--- src/rtl/indexed_array_list_engine_core_defines.svh ---
// assertion macros of the list engine rtl
// no dependencies; included by ialist_ctrl, the one file that carries assertions
`ifndef INDEXED_ARRAY_LIST_ENGINE_CORE_DEFINES_SVH
`define INDEXED_ARRAY_LIST_ENGINE_CORE_DEFINES_SVH

`ifndef SYNTHESIS

// property checked on every rising edge outside reset
`define IALIST_ASSERT(label, clk, rst_n, prop, msg) \
    label: assert property (@(posedge clk) disable iff (!rst_n) (prop)) else $error(msg);

// condition that must never be true outside reset
`define IALIST_NEVER(label, clk, rst_n, cond, msg) \
    `IALIST_ASSERT(label, clk, rst_n, !(cond), msg)

`else

`define IALIST_ASSERT(label, clk, rst_n, prop, msg)
`define IALIST_NEVER(label, clk, rst_n, cond, msg)

`endif

`endif

--- src/rtl/ialist_pkg.sv ---
// types, codes and sizes of the indexed list engine
// no dependencies; imported by every module of the block
package ialist_pkg;

    localparam int CAPACITY = 128;
    localparam int ADDR_W   = $clog2(CAPACITY);
    localparam int CNT_W    = $clog2(CAPACITY + 1);
    localparam int POS_W    = 8;
    localparam int FOUND_W  = 7;
    localparam int COUNT_W  = 8;
    localparam int FUNC_W   = 3;
    localparam int WORD_W   = 32;
    // common width for position and count compares
    localparam int CMP_W    = (CNT_W > POS_W) ? CNT_W : POS_W;

    typedef logic signed [WORD_W-1:0] word_t;

    localparam logic [FUNC_W-1:0] OP_APPEND = 3'd0;
    localparam logic [FUNC_W-1:0] OP_INSERT = 3'd1;
    localparam logic [FUNC_W-1:0] OP_DELETE = 3'd2;
    localparam logic [FUNC_W-1:0] OP_WRITE  = 3'd3;
    localparam logic [FUNC_W-1:0] OP_READ   = 3'd4;
    localparam logic [FUNC_W-1:0] OP_SEARCH = 3'd5;

    typedef enum logic [1:0] {
        ST_OK      = 2'd0,
        ST_RANGE   = 2'd1,
        ST_FULL    = 2'd2,
        ST_MISSING = 2'd3
    } status_t;

    typedef struct packed {
        logic              we;
        logic [ADDR_W-1:0] waddr;
        word_t             wdata;
        logic              re;
        logic [ADDR_W-1:0] raddr;
    } mem_req_t;

    typedef struct packed {
        status_t            status;
        word_t              read_value;
        logic [FOUND_W-1:0] found_position;
        logic [COUNT_W-1:0] count_after;
    } res_t;

endpackage

--- src/rtl/ialist_store.sv ---
// entry store: one write port, one read port, registered read data
// depends on ialist_pkg
module ialist_store
    import ialist_pkg::*;
(
    input  logic     clk,
    input  mem_req_t req,
    output word_t    rdata
);

    word_t mem [CAPACITY];
    word_t rdata_reg;

    always_ff @(posedge clk)
    begin
        if (req.we)
        begin
            mem[req.waddr] <= req.wdata;
        end
        if (req.re)
        begin
            rdata_reg <= mem[req.raddr];
        end
    end

    assign rdata = rdata_reg;

endmodule

--- src/rtl/ialist_ctrl.sv ---
// request sequencer: range checks, shift and scan walks over the store, live count
// depends on ialist_pkg and the assertion macro header
`include "indexed_array_list_engine_core_defines.svh"

module ialist_ctrl
    import ialist_pkg::*;
(
    input  logic              clk,
    input  logic              rst_n,
    input  logic              in_valid,
    output logic              in_ready,
    input  logic [FUNC_W-1:0] in_func,
    input  word_t             in_value,
    input  logic [POS_W-1:0]  in_position,
    input  logic              out_free,
    output logic              res_valid,
    output res_t              res,
    output mem_req_t          mem_req,
    input  word_t             mem_rdata
);

    typedef enum logic [6:0] {
        S_IDLE = 7'b0000001,
        S_INS  = 7'b0000010,
        S_INSL = 7'b0000100,
        S_DEL  = 7'b0001000,
        S_RDW  = 7'b0010000,
        S_SCAN = 7'b0100000,
        S_DONE = 7'b1000000
    } state_t;

    state_t            state_reg, state_next;
    logic [CNT_W-1:0]  count_reg, count_next;
    logic [ADDR_W-1:0] cur_reg, cur_next;
    logic [ADDR_W-1:0] pos_reg, pos_next;
    logic [ADDR_W-1:0] found_reg, found_next;
    word_t             value_reg, value_next;
    word_t             rd_reg, rd_next;
    status_t           status_reg, status_next;

    logic [CMP_W-1:0]  pos_ext;
    logic [CMP_W-1:0]  count_ext;
    logic [CMP_W-1:0]  found_ext;
    logic [CNT_W-1:0]  count_inc;
    logic [CNT_W-1:0]  count_dec;
    logic [ADDR_W-1:0] last_idx;
    logic [ADDR_W-1:0] cur_inc;
    logic [ADDR_W-1:0] cur_dec;
    logic              full;
    logic              same_entry;
    logic              walking;

    assign pos_ext   = CMP_W'(in_position);
    assign count_ext = CMP_W'(count_reg);
    assign found_ext = CMP_W'(found_reg);
    assign count_inc = count_reg + CNT_W'(1);
    assign count_dec = count_reg - CNT_W'(1);
    assign last_idx  = count_dec[ADDR_W-1:0];
    assign cur_inc   = cur_reg + ADDR_W'(1);
    assign cur_dec   = cur_reg - ADDR_W'(1);
    assign full      = (count_ext >= CMP_W'(CAPACITY));

    assign in_ready = (state_reg == S_IDLE);

    assign res.status         = status_reg;
    assign res.read_value     = rd_reg;
    assign res.found_position = found_ext[FOUND_W-1:0];
    assign res.count_after    = count_ext[COUNT_W-1:0];

    always_comb
    begin
        state_next  = state_reg;
        count_next  = count_reg;
        cur_next    = cur_reg;
        pos_next    = pos_reg;
        found_next  = found_reg;
        value_next  = value_reg;
        rd_next     = rd_reg;
        status_next = status_reg;
        mem_req     = '0;
        res_valid   = 1'b0;

        unique case (state_reg)
            S_IDLE:
            begin
                if (in_valid)
                begin
                    value_next  = in_value;
                    pos_next    = pos_ext[ADDR_W-1:0];
                    status_next = ST_OK;
                    rd_next     = '0;
                    found_next  = '0;
                    state_next  = S_DONE;
                    unique case (in_func)
                        OP_APPEND:
                        begin
                            if (full)
                            begin
                                status_next = ST_FULL;
                            end
                            else
                            begin
                                mem_req.we    = 1'b1;
                                mem_req.waddr = count_reg[ADDR_W-1:0];
                                mem_req.wdata = in_value;
                                count_next    = count_inc;
                            end
                        end
                        OP_INSERT:
                        begin
                            if (pos_ext > count_ext)
                            begin
                                status_next = ST_RANGE;
                            end
                            else if (full)
                            begin
                                status_next = ST_FULL;
                            end
                            else if (pos_ext == count_ext)
                            begin
                                mem_req.we    = 1'b1;
                                mem_req.waddr = pos_ext[ADDR_W-1:0];
                                mem_req.wdata = in_value;
                                count_next    = count_inc;
                            end
                            else
                            begin
                                // shift up from the top entry down to the position
                                mem_req.re    = 1'b1;
                                mem_req.raddr = last_idx;
                                cur_next      = last_idx;
                                state_next    = S_INS;
                            end
                        end
                        OP_DELETE:
                        begin
                            if (pos_ext >= count_ext)
                            begin
                                status_next = ST_RANGE;
                            end
                            else if (pos_ext[ADDR_W-1:0] == last_idx)
                            begin
                                count_next = count_dec;
                            end
                            else
                            begin
                                mem_req.re    = 1'b1;
                                mem_req.raddr = pos_ext[ADDR_W-1:0] + ADDR_W'(1);
                                cur_next      = pos_ext[ADDR_W-1:0] + ADDR_W'(1);
                                state_next    = S_DEL;
                            end
                        end
                        OP_WRITE:
                        begin
                            if (pos_ext >= count_ext)
                            begin
                                status_next = ST_RANGE;
                            end
                            else
                            begin
                                mem_req.we    = 1'b1;
                                mem_req.waddr = pos_ext[ADDR_W-1:0];
                                mem_req.wdata = in_value;
                            end
                        end
                        OP_READ:
                        begin
                            if (pos_ext >= count_ext)
                            begin
                                status_next = ST_RANGE;
                            end
                            else
                            begin
                                mem_req.re    = 1'b1;
                                mem_req.raddr = pos_ext[ADDR_W-1:0];
                                state_next    = S_RDW;
                            end
                        end
                        OP_SEARCH:
                        begin
                            if (count_reg == '0)
                            begin
                                status_next = ST_MISSING;
                            end
                            else
                            begin
                                mem_req.re    = 1'b1;
                                mem_req.raddr = '0;
                                cur_next      = '0;
                                state_next    = S_SCAN;
                            end
                        end
                        default:
                        begin
                            state_next = S_DONE;
                        end
                    endcase
                end
            end
            S_INS:
            begin
                // data of cur arrives now and moves one place up
                mem_req.we    = 1'b1;
                mem_req.waddr = cur_inc;
                mem_req.wdata = mem_rdata;
                if (cur_reg == pos_reg)
                begin
                    state_next = S_INSL;
                end
                else
                begin
                    mem_req.re    = 1'b1;
                    mem_req.raddr = cur_dec;
                    cur_next      = cur_dec;
                end
            end
            S_INSL:
            begin
                mem_req.we    = 1'b1;
                mem_req.waddr = pos_reg;
                mem_req.wdata = value_reg;
                count_next    = count_inc;
                state_next    = S_DONE;
            end
            S_DEL:
            begin
                mem_req.we    = 1'b1;
                mem_req.waddr = cur_dec;
                mem_req.wdata = mem_rdata;
                if (cur_reg == last_idx)
                begin
                    count_next = count_dec;
                    state_next = S_DONE;
                end
                else
                begin
                    mem_req.re    = 1'b1;
                    mem_req.raddr = cur_inc;
                    cur_next      = cur_inc;
                end
            end
            S_RDW:
            begin
                rd_next    = mem_rdata;
                state_next = S_DONE;
            end
            S_SCAN:
            begin
                if (mem_rdata == value_reg)
                begin
                    found_next = cur_reg;
                    state_next = S_DONE;
                end
                else if (cur_reg == last_idx)
                begin
                    status_next = ST_MISSING;
                    state_next  = S_DONE;
                end
                else
                begin
                    mem_req.re    = 1'b1;
                    mem_req.raddr = cur_inc;
                    cur_next      = cur_inc;
                end
            end
            S_DONE:
            begin
                if (out_free)
                begin
                    res_valid  = 1'b1;
                    state_next = S_IDLE;
                end
            end
            default:
            begin
                state_next = S_IDLE;
            end
        endcase
    end

    always_ff @(posedge clk or negedge rst_n)
    begin
        if (!rst_n)
        begin
            state_reg <= S_IDLE;
            count_reg <= '0;
        end
        else
        begin
            state_reg <= state_next;
            count_reg <= count_next;
        end
    end

    always_ff @(posedge clk)
    begin
        cur_reg    <= cur_next;
        pos_reg    <= pos_next;
        found_reg  <= found_next;
        value_reg  <= value_next;
        rd_reg     <= rd_next;
        status_reg <= status_next;
    end

    assign same_entry = mem_req.we && mem_req.re && (mem_req.waddr == mem_req.raddr);
    assign walking    = (state_reg == S_INS) || (state_reg == S_DEL) || (state_reg == S_SCAN);

    `IALIST_ASSERT(a_count_cap, clk, rst_n, count_reg <= CNT_W'(CAPACITY), "count too high")
    `IALIST_NEVER(a_rw_clash, clk, rst_n, same_entry, "read and write of one entry")
    `IALIST_ASSERT(a_one_at_a_time, clk, rst_n, (in_valid && in_ready) |=> !in_ready, "busy")
    `IALIST_ASSERT(a_walk_in_list, clk, rst_n, walking |-> (CNT_W'(cur_reg) < count_reg), "walk")

endmodule

--- src/rtl/indexed_array_list_engine_core.sv ---
// Indexed list engine: an ordered list of up to 128 signed 32-bit words kept in one
// single-port-write, registered-read memory, with a live entry count. Each request
// (append, insert, delete, overwrite, read, search) gives exactly one result. Append,
// overwrite and out-of-range or full requests go straight to the result state; read
// passes a read-wait state first; insert and delete walk the entries to be shifted,
// one entry per cycle through the memory's read and write ports, and insert then
// writes the new value at its position; search scans from position 0 at one entry per
// cycle up to the first match or the last live entry. Only one request is in flight;
// a finished result sits in an output register, so the next request is taken while
// it waits. No clearing pass is needed after reset.
// depends on ialist_pkg, ialist_store and ialist_ctrl
module indexed_array_list_engine_core
    import ialist_pkg::*;
(
    input  logic        clk,
    input  logic        rst_n,
    input  logic        s_tvalid,
    output logic        s_tready,
    input  logic [39:0] s_tdata,   // value [31:0], position [39:32]
    input  logic [2:0]  s_tuser,   // func [2:0]
    output logic        m_tvalid,
    input  logic        m_tready,
    output logic [47:0] m_tdata,   // read_value [31:0], found_position [38:32],
                                   // count_after [46:39], zero [47]
    output logic [1:0]  m_tuser    // status [1:0]
);

    mem_req_t mem_req;
    word_t    mem_rdata;
    res_t     res;
    logic     res_valid;
    logic     out_free;
    logic     out_valid_reg;
    res_t     out_res_reg;

    ialist_store u_store (
        .clk   (clk),
        .req   (mem_req),
        .rdata (mem_rdata)
    );

    ialist_ctrl u_ctrl (
        .clk         (clk),
        .rst_n       (rst_n),
        .in_valid    (s_tvalid),
        .in_ready    (s_tready),
        .in_func     (s_tuser),
        .in_value    (s_tdata[31:0]),
        .in_position (s_tdata[39:32]),
        .out_free    (out_free),
        .res_valid   (res_valid),
        .res         (res),
        .mem_req     (mem_req),
        .mem_rdata   (mem_rdata)
    );

    // output slot free when empty or being taken this cycle
    assign out_free = !out_valid_reg || m_tready;

    always_ff @(posedge clk or negedge rst_n)
    begin
        if (!rst_n)
        begin
            out_valid_reg <= 1'b0;
        end
        else if (res_valid)
        begin
            out_valid_reg <= 1'b1;
        end
        else if (m_tready)
        begin
            out_valid_reg <= 1'b0;
        end
    end

    always_ff @(posedge clk)
    begin
        if (res_valid)
        begin
            out_res_reg <= res;
        end
    end

    assign m_tvalid = out_valid_reg;
    assign m_tuser  = out_res_reg.status;
    assign m_tdata  = {1'b0, out_res_reg.count_after, out_res_reg.found_position,
                       out_res_reg.read_value};

endmodule

--- config.mk ---
export PLATFORM = sky130hd
export DESIGN_NAME = indexed_array_list_engine_core
export DESIGN_NICKNAME = d
export VERILOG_FILES = /design/src/rtl/ialist_pkg.sv /design/src/rtl/ialist_store.sv /design/src/rtl/ialist_ctrl.sv /design/src/rtl/indexed_array_list_engine_core.sv
export VERILOG_INCLUDE_DIRS = /design/src /design/src/rtl
export SDC_FILE = /design/constraint.sdc
export NUM_CORES = 2
export LEC_CHECK = 0
export ABC_AREA = 1
export ABC_CLOCK_PERIOD_IN_PS = 8700
export BUFFER_PORTS_ARGS = -buffer_cell sky130_fd_sc_hd__buf_2
export CORE_ASPECT_RATIO = 1.4
export CORE_MARGIN = 4
export CORE_UTILIZATION = 39
export DETAILED_ROUTE_END_ITERATION = 8
export PLACE_DENSITY = 0.59
export SYNTH_ARGS = -nofsm -noshare
export SYNTH_HDL_FRONTEND = slang
export SYNTH_SLANG_ARGS = --single-unit
--- constraint.sdc ---
create_clock -name clk -period 8.7 [get_ports clk]
set_clock_uncertainty 0.15 [all_clocks]
set_input_delay 0.435 -clock clk [delete_from_list [all_inputs] [get_ports clk]]
set_output_delay 0.435 -clock clk [all_outputs]
set_load 0.03 [all_outputs]
==> flow_metrics.env <==
export IMPL_status="finished clean"
export IMPL_cts_root_buffer="clkbuf_16"
export IMPL_cts_hold_buf=49
export IMPL_fin_setup_tns_ns=0
export IMPL_yosys_area_share_adder_pct=0.0997
export IMPL_drc_errors=0
export IMPL_synth_edff_count=4264
export IMPL_dp_hpwl_um=328000
export IMPL_cts_tree="done"
export IMPL_utilization_pct=43.8
export IMPL_clock_sinks=4280
export IMPL_portBuffers=97
export IMPL_fin_crit_ns=7.55
export IMPL_grt_pass1_wl_um=836000
export IMPL_synthArstFlopShare_pct=0.374
export IMPL_final_cell_mix="5747 x nand3_1, 4264 x edfxtp_1, 2693 x nand2_1, 396 x clkbuf_16, 318 x buf_4"
export IMPL_power_density_nw_per_um2=242
export IMPL_setup_viol=0
export IMPL_synthCells=14500
export IMPL_synthFlopType="edfxtp_1"
export IMPL_critPathLaunchType="flip-flop"
export IMPL_ys_seq_elements=4280
export IMPL_start_util_pct=39.2
export IMPL_core_sq_um=449000
export IMPL_ys_types=54
export IMPL_syn_area_sq_um=176000
export IMPL_synth_fp_nets=14500
export IMPL_slowest_delay_ns=0.71
export IMPL_crit_top_cell="nand3_1"
export IMPL_drtIter0Drc=15700
export IMPL_fp_dieH_um=802
export IMPL_io_pins=99
export IMPL_dr_pass1_iters=9
export IMPL_insertion_delay_ns=0.97
export IMPL_nets=14400
export IMPL_ant_nets=0
export IMPL_synth_top_family_by_area="simple AND/OR/NAND/NOR gates"
export IMPL_grt_pass1_vias=114000
export IMPL_timing_final_crit_share_pct=86.8
export IMPL_clkTransAtPathRegs_ns=0.07
export IMPL_synthMuxAreaShare_pct=0
export IMPL_worst_pin_slew_ns=1.32
export IMPL_synth_xor_area_share_pct=0.214
export IMPL_slowest_stage="inv_8"
export IMPL_peakVddDrop_v=0.000212
export IMPL_cts_setup_buffers=0
export IMPL_synth_compound_area_share_pct=0.517
export IMPL_clockBufferDepth=4
export IMPL_avgSynthCellArea_sq_um=12.1
export IMPL_cp_num_buf_inv=3
export IMPL_relSlewSlack_pct=11.8
export IMPL_crit_fanout=117
export IMPL_area_growth_pct=11.9
export IMPL_critPathKind="flip-flop to flip-flop"
export IMPL_max_freq_mhz=132
export IMPL_grtUsageTotal_pct=24.6
export IMPL_wl_per_cell_um=28.5
export IMPL_cts_resized=0
export IMPL_hp_class="input pin to flip-flop"
export IMPL_post_place_ws_ns=1.62
export IMPL_ys_seq_area_share_pct=73.1
export IMPL_h_tree_depth=5
export IMPL_hold_depth=2
export IMPL_final_common_cell="nand3_1"
export IMPL_hold_violations=0
export IMPL_gp_congestion=0.946
export IMPL_floorplan_rows=291
export IMPL_regMostFlops="u_store.mem"
export IMPL_fillers=40600
export IMPL_post_drt_via_cell_ratio=5.89
export IMPL_dp_cells=19900
export IMPL_yosysWarnings=0
export IMPL_final_cell_count_no_fill=20600
export IMPL_grt_setup_unrepaired="false"
export IMPL_numCtsBuffers=389
export IMPL_grt_max_degree=198
export IMPL_drive_gt1_share_pct=8.37
export IMPL_largest_reg_flops=4096
export IMPL_worst_slack_ns=1.15
export IMPL_dieWidth_um=575
export IMPL_reg2reg_depth=19
export IMPL_synthSimpleGateAreaFrac_pct=22.9
export IMPL_end_kind="flip-flop"
export IMPL_num_vias=121000
export IMPL_routed_wl_um=588000
export IMPL_required_ns=9.33
export IMPL_cap_violations=0
export IMPL_antenna_found_initial=38
export IMPL_drv_slew=0
export IMPL_crit_family="simple AND/OR/NAND/NOR gates"
export IMPL_grt_overflow_total=0
export IMPL_crit_chain="clkinv_1, nand2_1, nand4_1, nor2_1, nand2_1, nand2_1, nand3_1, nand2_8, nand2_8, inv_8, buf_12, nand2_1, nand3_1, nand3_1, nand3_1, nand3_1, nand3_1, nand3_1, nand2_1"
export IMPL_arrival_ns=8.18
export IMPL_dieArea_sq_um=462000
export IMPL_cp_depth=19
export IMPL_power_leakage_nw=66.8
Yosys cell counts (6+ instances only):
| master | n | area, sq um |
|---|---|---|
| nand3_1 | 5747 | 28800 |
| edfxtp_1 | 4264 | 128000 |
| nand2_1 | 2714 | 10200 |
| buf_2 | 583 | 2920 |
| clkbuf_1 | 393 | 1480 |
| nor2_1 | 252 | 946 |
| inv_1 | 125 | 469 |
| buf_1 | 96 | 360 |
| o21ai_0 | 37 | 185 |
| buf_4 | 36 | 270 |
| xnor2_1 | 30 | 263 |
| a21oi_1 | 19 | 95.1 |
| o211ai_1 | 17 | 128 |
| dfrtp_1 | 15 | 375 |
| a22oi_1 | 14 | 105 |
| ha_1 | 14 | 175 |
| nand4_1 | 13 | 81.3 |
| xor2_1 | 13 | 114 |
| o22ai_1 | 12 | 75.1 |
| inv_2 | 10 | 37.5 |
| o221ai_1 | 10 | 87.6 |
| a32oi_1 | 7 | 61.3 |
| nor3_1 | 6 | 30.0 |
worst register-to-register path: stages (launching register included):
cell and delay (ns):
edfxtp_1 0.58, clkinv_1 0.49, nand2_1 0.17, nand4_1 0.18, nor2_1 0.25, nand2_1 0.21
nand2_1 0.31, nand3_1 0.27, nand2_8 0.52, nand2_8 0.45, inv_8 0.75, buf_12 0.60
nand2_1 0.37, nand3_1 0.10, nand3_1 0.11, nand3_1 0.12, nand3_1 0.68, nand3_1 0.35
nand3_1 0.46, nand2_1 0.23
layout make-up:
class / instances / area, sq um / area share (%)
Sequential cell: 4280 / 128000 / 65.3
Clock buffer: 483 / 10300 / 5.23
Inverter: 139 / 547 / 0.278
Tap cell: 6006 / 7510 / 3.82
Clock inverter: 213 / 1990 / 1.01
Multi-Input combinational cell: 8947 / 42900 / 21.8
Timing Repair Buffer: 538 / 4840 / 2.46
Antenna cell: 14 / 35.0 / 0.0178
routing by layer:
| metal | global-route usage, % | up-vias | wire length [um] |
|---|---|---|---|
| li1 | - | 52700 | - |
| met1 | 31.0 | 60900 | 215000 |
| met2 | 39.5 | 6496 | 277000 |
| met3 | 4.08 | 1273 | 52900 |
| met4 | 15.3 | 14 | 42400 |
| met5 | 0 | - | 76 |
cell families (layout without fill, tap and decap cells):
group | after synthesis | count (layout)
buffers and inverters | 1251 | 1373
other | 1 | 15
and+or+nand+nor | 8754 | 8754
DFF | 4280 | 4280
xor gates and xnor gates | 43 | 43
adders and majority gates | 14 | 14
AOI/OAI and AO/OA | 135 | 135
power breakdown:
group / switching [mW] / internal, mW
Combinational: 5.54 / 1.74
Sequential: 0.222 / 23.1
Clock: 7.59 / 9.41
final timing paths:
check | start | endpoint | slack (ns)
max reg2reg | u_ctrl.cur_reg[0]$_DFFE_PP_ | u_store.rdata[11]$_DFFE_PP_ | 1.15
max in group asynchronous | rst_n | u_ctrl.count_ext[3]$_DFFE_PN0P_ | 6.55
min | s_tdata[3] | u_ctrl.value_reg[3]$_DFFE_PP_ | 0.07
max | u_ctrl.cur_reg[0]$_DFFE_PP_ | u_store.rdata[11]$_DFFE_PP_ | 1.15
min reg2reg | u_ctrl.status_reg[1]$_SDFFCE_PN1P_ | m_tuser[1]$_DFFE_PP_ | 0.27
min in group asynchronous | rst_n | u_ctrl.state_reg[0]$_DFFE_PN1P_ | 0.44
per-stage QoR:
step / hold WS, ns / total power, mW / instance area (sq um)
global placement: 0.253 / 30.9 / 184000
detailed placement: 0.255 / 30.9 / 184000
floorplan: -0.0106 / 27.8 / 176000
global route: 0.0496 / 49.0 / 197000
finish: 0.0692 / 47.6 / 197000
CTS: 0.00328 / 47.6 / 197000
Note: power is estimated with default switching activity, not from simulation.
